===== src/b64e_pkg.sv =====
// Shared types, constants and the alphabet function of the base64 encoder.
`default_nettype none
package b64e_pkg;

    // Depth of the symbol-job queue between front and back.
    localparam int QDEPTH = 4;
    localparam int QPTR_W = $clog2(QDEPTH);
    localparam int QCNT_W = $clog2(QDEPTH + 1);

    localparam logic [7:0] PAD_CHAR = 8'h3D;

    // One job: up to four 6-bit symbols or pads for a single input byte.
    typedef struct packed {
        logic [3:0][5:0] sym;
        logic [3:0]      is_pad;
        logic [1:0]      last_slot;   // index of the final slot used
        logic            last;        // job ends the message
    } b64e_job_t;

    // Standard alphabet: A-Z a-z 0-9 + /
    function automatic logic [7:0] b64_char(input logic [5:0] v);
        logic [7:0] c;
        c = 8'h2F;
        if (v inside {[6'd0:6'd25]})
            c = 8'h41 + {2'b00, v};
        else if (v inside {[6'd26:6'd51]})
            c = 8'h61 + {2'b00, v} - 8'd26;
        else if (v inside {[6'd52:6'd61]})
            c = 8'h30 + {2'b00, v} - 8'd52;
        else if (v == 6'd62)
            c = 8'h2B;
        return c;
    endfunction

endpackage
`default_nettype wire


===== src/b64e_front.sv =====
// Front end: takes bytes, tracks group phase and carry, builds symbol jobs.
`default_nettype none
module b64e_front (
    input  wire logic               clk,
    input  wire logic               rst_n,
    input  wire logic               accept,
    input  wire logic [7:0]         in_byte,
    input  wire logic               final_byte,
    input  wire logic               cfg_valid,
    input  wire logic               pad_enable,
    output b64e_pkg::b64e_job_t     job,
    output logic                    job_push
);
    import b64e_pkg::*;

    typedef enum logic [2:0] {
        PH0 = 3'b001,
        PH1 = 3'b010,
        PH2 = 3'b100
    } phase_t;

    phase_t     phase_reg, phase_next;
    logic [3:0] carry_reg, carry_next;
    logic       pad_reg;

    always_comb
    begin
        job        = '0;
        job.last   = final_byte;
        phase_next = PH0;
        carry_next = 4'd0;
        case (phase_reg)
            PH1:
            begin
                job.sym[0] = {carry_reg[1:0], in_byte[7:4]};
                if (final_byte)
                begin
                    job.sym[1]    = {in_byte[3:0], 2'b00};
                    job.is_pad[2] = pad_reg;
                    job.last_slot = pad_reg ? 2'd2 : 2'd1;
                end
                else
                begin
                    phase_next = PH2;
                    carry_next = in_byte[3:0];
                end
            end
            PH2:
            begin
                job.sym[0]    = {carry_reg, in_byte[7:6]};
                job.sym[1]    = in_byte[5:0];
                job.last_slot = 2'd1;
            end
            default:
            begin
                job.sym[0] = in_byte[7:2];
                if (final_byte)
                begin
                    job.sym[1]    = {in_byte[1:0], 4'b0000};
                    job.is_pad[2] = pad_reg;
                    job.is_pad[3] = pad_reg;
                    job.last_slot = pad_reg ? 2'd3 : 2'd1;
                end
                else
                begin
                    phase_next = PH1;
                    carry_next = {2'b00, in_byte[1:0]};
                end
            end
        endcase
    end

    assign job_push = accept;

    always_ff @(posedge clk or negedge rst_n)
    begin
        if (!rst_n)
        begin
            phase_reg <= PH0;
            carry_reg <= 4'd0;
            pad_reg   <= 1'b1;
        end
        else
        begin
            if (accept)
            begin
                phase_reg <= phase_next;
                carry_reg <= carry_next;
            end
            if (cfg_valid)
                pad_reg <= pad_enable;
        end
    end

endmodule
`default_nettype wire


===== src/b64e_queue.sv =====
// Short job queue between the front and back ends.
`default_nettype none
module b64e_queue (
    input  wire logic                clk,
    input  wire logic                rst_n,
    input  wire logic                wr_en,
    input  b64e_pkg::b64e_job_t      wr_job,
    input  wire logic                rd_en,
    output b64e_pkg::b64e_job_t      rd_job,
    output logic                     q_full,
    output logic                     q_empty
);
    import b64e_pkg::*;

    b64e_job_t           mem_reg [QDEPTH];
    logic [QPTR_W-1:0]   wr_ptr_reg, rd_ptr_reg;
    logic [QCNT_W-1:0]   count_reg, count_next;

    assign q_full  = (count_reg == QCNT_W'(QDEPTH));
    assign q_empty = (count_reg == '0);
    assign rd_job  = mem_reg[rd_ptr_reg];

    always_comb
    begin
        count_next = count_reg;
        if (wr_en && !rd_en)
            count_next = count_reg + 1'b1;
        else if (rd_en && !wr_en)
            count_next = count_reg - 1'b1;
    end

    always_ff @(posedge clk)
    begin
        if (wr_en)
            mem_reg[wr_ptr_reg] <= wr_job;
    end

    always_ff @(posedge clk or negedge rst_n)
    begin
        if (!rst_n)
        begin
            wr_ptr_reg <= '0;
            rd_ptr_reg <= '0;
            count_reg  <= '0;
        end
        else
        begin
            if (wr_en)
                wr_ptr_reg <= wr_ptr_reg + 1'b1;
            if (rd_en)
                rd_ptr_reg <= rd_ptr_reg + 1'b1;
            count_reg <= count_next;
        end
    end

endmodule
`default_nettype wire


===== src/b64e_back.sv =====
// Back end: walks job slots into output register, one char per cycle if free or popped.
`default_nettype none
module b64e_back (
    input  wire logic                clk,
    input  wire logic                rst_n,
    input  b64e_pkg::b64e_job_t      head,
    input  wire logic                q_empty,
    output logic                     q_pop,
    input  wire logic                pop,
    output logic                     empty,
    output logic [7:0]               out_char,
    output logic                     out_last
);
    import b64e_pkg::*;

    logic [1:0] slot_reg;
    logic       valid_reg;
    logic [7:0] char_reg;
    logic       last_reg;
    logic       load;
    logic       end_of_job;
    logic [7:0] char_next;

    assign load       = !q_empty && (!valid_reg || pop);
    assign end_of_job = (slot_reg == head.last_slot);
    assign q_pop      = load && end_of_job;
    assign char_next  = head.is_pad[slot_reg] ? PAD_CHAR : b64_char(head.sym[slot_reg]);

    assign empty    = !valid_reg;
    assign out_char = char_reg;
    assign out_last = last_reg;

    always_ff @(posedge clk)
    begin
        if (load)
        begin
            char_reg <= char_next;
            last_reg <= head.last && end_of_job;
        end
    end

    always_ff @(posedge clk or negedge rst_n)
    begin
        if (!rst_n)
        begin
            slot_reg  <= 2'd0;
            valid_reg <= 1'b0;
        end
        else
        begin
            if (load)
                slot_reg <= end_of_job ? 2'd0 : slot_reg + 2'd1;
            if (load)
                valid_reg <= 1'b1;
            else if (pop)
                valid_reg <= 1'b0;
        end
    end

endmodule
`default_nettype wire


===== src/base64_encoder.sv =====
// Top level of the streaming base64 encoder.
// Base64 encoder, standard alphabet. Bytes go in through a queue-style port
// (push/full), one byte per transaction, with final_byte set on the last byte
// of a message. Characters come out through a queue-style port (empty/pop),
// one ASCII character per transaction; out_last marks the last character of
// a message. With pad_enable set (reset value) a final partial group is
// filled with '=' characters. pad_enable is written through the cfg channel
// (cfg_valid/cfg_ready, ready is always high) and should only change while
// no message is in flight.
// Throughput: the front end takes one byte per cycle unless full is high; the
// back end emits one character per cycle while the output is free or popped.
// A byte produces one or two characters mid-message and up to four for a
// padded final byte, which over a long message averages 4/3 characters per
// byte. A 4-entry job queue sits between the two ends; full rises once the
// back end falls behind the input, either under pop stalls or over a long
// run of bytes with pop held high. An accepted byte goes first into the job
// queue and then its first character into the output register.
`default_nettype none
module base64_encoder (
    input  wire logic        clk,
    input  wire logic        rst_n,
    // byte input
    input  wire logic        push,
    output logic             full,
    input  wire logic [7:0]  in_byte,
    input  wire logic        final_byte,
    // character output
    output logic             empty,
    input  wire logic        pop,
    output logic [7:0]       out_char,
    output logic             out_last,
    // configuration
    input  wire logic        cfg_valid,
    output logic             cfg_ready,
    input  wire logic        pad_enable
);
    import b64e_pkg::*;

    b64e_job_t  job;
    b64e_job_t  head;
    logic       job_push;
    logic       q_pop;
    logic       q_full;
    logic       q_empty;
    logic       accept;

    assign full      = q_full;
    assign accept    = push && !q_full;
    assign cfg_ready = 1'b1;

    // Front: phase/carry tracking and symbol extraction per byte.
    b64e_front u_front (
        .clk        (clk),
        .rst_n      (rst_n),
        .accept     (accept),
        .in_byte    (in_byte),
        .final_byte (final_byte),
        .cfg_valid  (cfg_valid),
        .pad_enable (pad_enable),
        .job        (job),
        .job_push   (job_push)
    );

    // Decoupling queue of per-byte jobs.
    b64e_queue u_queue (
        .clk     (clk),
        .rst_n   (rst_n),
        .wr_en   (job_push),
        .wr_job  (job),
        .rd_en   (q_pop),
        .rd_job  (head),
        .q_full  (q_full),
        .q_empty (q_empty)
    );

    // Back: alphabet lookup, padding, one char per cycle while output is free or popped.
    b64e_back u_back (
        .clk      (clk),
        .rst_n    (rst_n),
        .head     (head),
        .q_empty  (q_empty),
        .q_pop    (q_pop),
        .pop      (pop),
        .empty    (empty),
        .out_char (out_char),
        .out_last (out_last)
    );

    // A job is never written into a full queue.
    a_no_push_full: assert property (@(posedge clk) disable iff (!rst_n)
        job_push |-> !q_full)
        else $error("job pushed into full queue");

    // The back end only retires a job that is present.
    a_no_pop_empty: assert property (@(posedge clk) disable iff (!rst_n)
        q_pop |-> !q_empty)
        else $error("job popped from empty queue");

    // Padding only ever fills the two tail slots of a job.
    a_pad_tail: assert property (@(posedge clk) disable iff (!rst_n)
        job_push |-> (!job.is_pad[0] && !job.is_pad[1]))
        else $error("pad in leading slot");

endmodule
`default_nettype wire

===== config.mk =====
export PLATFORM = sky130hd
export DESIGN_NAME = base64_encoder
export DESIGN_NICKNAME = d
export VERILOG_FILES = /design/src/b64e_pkg.sv /design/src/b64e_front.sv /design/src/b64e_queue.sv /design/src/b64e_back.sv /design/src/base64_encoder.sv
export SDC_FILE = /design/constraint.sdc
export NUM_CORES = 1
export LEC_CHECK = 0
export BUFFER_PORTS_ARGS = -buffer_cell sky130_fd_sc_hd__buf_2
export CORE_MARGIN = 5
export CORE_UTILIZATION = 33
export DETAILED_ROUTE_END_ITERATION = 7
export SLEW_MARGIN = 20
export SYNTH_ARGS = -nofsm -noshare
export SYNTH_HDL_FRONTEND = slang
export SYNTH_SLANG_ARGS = --single-unit

===== constraint.sdc =====
create_clock -name clk -period 7.15 [get_ports clk]
set_input_delay 0.3575 -clock clk [delete_from_list [all_inputs] [get_ports clk]]
set_output_delay 0.3575 -clock clk [all_outputs]
set_load 0.1 [all_outputs]

==> impl_metrics.yaml <==
cts:
  cts_made_buffers: 9
  clock_sinks: 95
  htreeDepth: 3
  cts_root_buf: "clkbuf_16"
  clock_latency_ns: 0.34
  clk_pin_slew_ns: 0.07
  cts_resized: 0
  postCtsSetupBuffers: 0
  clk_path_buf_depth: 2
  cts_tree: "done"
logic_synthesis:
  yosys-top-cells-area: "edfxtp_1 (50%), dfrtp_1 (8.7%), mux4_2 (7.3%)"
  ys.flop_type: "edfxtp_1"
  synth_mux_area_frac: 0.09590
  syn_area_mm2: 0.004606
  syn_area_per_cell_um2: 13.87
  synth_top_area_frac: 0.5020
  synth_area_leader_cell: "edfxtp_1"
  async_flop_share: 0.1895
  synth-edff-count: 77
  yosysSeqAreaShare: 0.6004
  synth-adder-area-share: 0.05053
  yosys_register_bits: 95
  synthCells: 332
  synth_simple_gate_area_frac: 0.09753
  ys_warn_count: 0
  synthXorXnorAreaFrac: 0.02445
  synth_compound_area_frac: 0.1027
  ys_types: 62
  syn_nets: 365
  synth_top_family_by_area: "compound AO/OA/AOI/OAI gates"
placed_design:
  place.gp.congestion: 0.8576
  portBuffers: 25
  dp_hpwl_um: 6148
  dpl_cell_area_mm2: 0.004915
  dpl_worst_slack_ns: 3.053
  dp.cells: 528
critical_path:
  start_kind: "flop"
  crit_fanout: 21
  end_kind: "flop"
  critPathRequiredTime_ns: 7.24
  critPathKind: "flop to flop"
  worstPathArrival_ns: 4.16
sta:
  slew_headroom: 0.3070
  grt_setup_unrepaired: "false"
  worst_pin_slew_ns: 1.030
  hold_viol_final: 0
  clock_skew_ns: 0.004698
  fin_crit_ns: 4.065
  finalSetupViolations: 0
  layout_setup_ws_ns: 3.085
  fin_crit_sh: 0.5685
  clock.fmax_ghz: 0.2460
  fin_setup_tns_ns: 0
  drv_slew: 0
floorplanning:
  die_area_mm2: 0.01642
  rows: 43
  io_pins: 27
  start_util: 0.3344
  dieWidth_um: 128.1
  core_area_mm2: 0.01377
  die_h_um: 128.1
global_route:
  busiest_layer: "met2"
  grt_pass1_vias: 2822
  grt_use_met3: 0.03542
  grt_antenna_before_repair: 0
  grt_use_total: 0.1155
  grt_overflow: 0
  grt_use_met1: 0.1557
  use_met2: 0.1808
  grt_start_max_net_pins: 22
  grt_pass1_wl_um: 14700
routing:
  wl_um: 8874
  drtIter0Drc: 297
  ant_nets: 0
  avgRoutedWirePerCell_um: 16.28
  via_count: 2751
  avgViaCountPerCell: 5.048
  first_pass_iters: 5
  drc: 0
worst_hold_path:
  hp-class: "input port to flop"
cells_and_area:
  syn_to_final_growth_pct: 13.12
  drive_gt1_frac: 0.2137
  fin_area_mm2: 0.005210
  nets: 393
  antenna_cells: 0
  fillers: 1321
  fin_cells: 545
  largest_reg_flops: 68
run:
  max-cap-violations: 0
outcome:
  status: "finished, final reports clean"
path summary, 6_finish.rpt:
path                       cells after the start             startpoint                    to  slack (ns)
max                                           11  u_queue.rd_ptr_reg[1]    u_back.out_char[5]        3.09
min                                            2                    pop      u_back.valid_reg        0.22
max reg2reg                                   11  u_queue.rd_ptr_reg[1]    u_back.out_char[5]        3.09
min reg2reg                                    1   u_queue.count_reg[2]  u_queue.count_reg[2]        0.49
max in group asynchronous                      2                  rst_n       u_front.pad_reg        6.33
min in group asynchronous                      2                  rst_n  u_front.carry_reg[0]        0.48
worst max-delay path, cell delays in order (launching register included):
cell and delay, ns:
dfrtp_1 0.98, mux4_2 0.35, o22ai_1 0.09, nor3_2 0.48
inv_1 0.19, ha_1 0.27, a211oi_1 0.36, nand3b_1 0.16
o21ai_1 0.10, a21oi_4 0.38, mux2i_1 0.13, a211o_1 0.30
cells in the final DEF, fill, tap and decap left out, types with 3 or more instances in the layout:
cell        n
edfxtp_1   77
nand2_1    29
buf_2      25
nor2_1     19
ha_1       17
dfrtp_1    16
mux4_2     15
inv_1      11
clkbuf_16   9
a22o_1      8
xnor2_1     8
mux2i_1     7
a21oi_1     7
and2_1      7
a22oi_1     6
nor3_1      6
o21ai_1     6
o21ai_0     6
a31oi_1     5
nand2b_1    4
nor3b_1     4
a211oi_1    4
nand3_1     4
buf_4       4
nor2b_1     3
inv_2       3
mux2_2      3
xor2_1      3
or2_2       3
stage by stage:
stage / hold slack, ns / utilization
floorplan: 0.06191 / -
global placement: 0.3174 / 0.3568
detailed placement: 0.3274 / 0.3568
CTS: 0.2007 / 0.3783
global route: 0.2127 / 0.3783
finish: 0.2179 / 0.3783
synth_stat cells (4+ instances only):
master	n
edfxtp_1	77
nand2_1	29
nor2_1	19
ha_1	17
dfrtp_1	16
mux4_2	15
inv_1	11
a22o_1	8
xnor2_1	8
a21oi_1	7
and2_1	7
clkbuf_1	7
mux2i_1	7
a22oi_1	6
nor3_1	6
o21ai_0	6
o21ai_1	6
a31oi_1	5
a211oi_1	4
nand2b_1	4
nand3_1	4
nor3b_1	4
kinds of logic after synthesis:
kind of cell / Yosys count
DFF: 95
and+or+nand+nor: 90
AOI/OAI and AO/OA: 63
buffers and inverters: 28
muxes: 25
adders and majority gates: 18
xor gates and xnor gates: 12
other: 1
metal layers:
layer | wire [um] | share of wire | up-vias
met5 | 0 | 0 | -
met3 | 402 | 0.045 | 11
met4 | 114 | 0.013 | 0
met1 | 4071 | 0.46 | 1356
li1 | - | - | 1312
met2 | 4285 | 0.48 | 72
cell type report:
type	instances	area (um^2)	area share
Sequential cell	95	2765	0.5307
Tap cell	180	225.2	0.04323
Clock inverter	7	60.06	0.01153
Clock buffer	9	225.2	0.04323
Inverter	15	56.30	0.01081
Timing Repair Buffer	30	165.2	0.03170
Multi-Input combinational cell	209	1713	0.3288
timing repair:
action | CTS | global route
setup endpoints to repair | 0 | 0
hold endpoints to repair | 16 | 0
hold buffers | 1 | 0
Power is not shown: default switching activity piles up to over one toggle a cycle in this logic, so the estimate is an artifact.
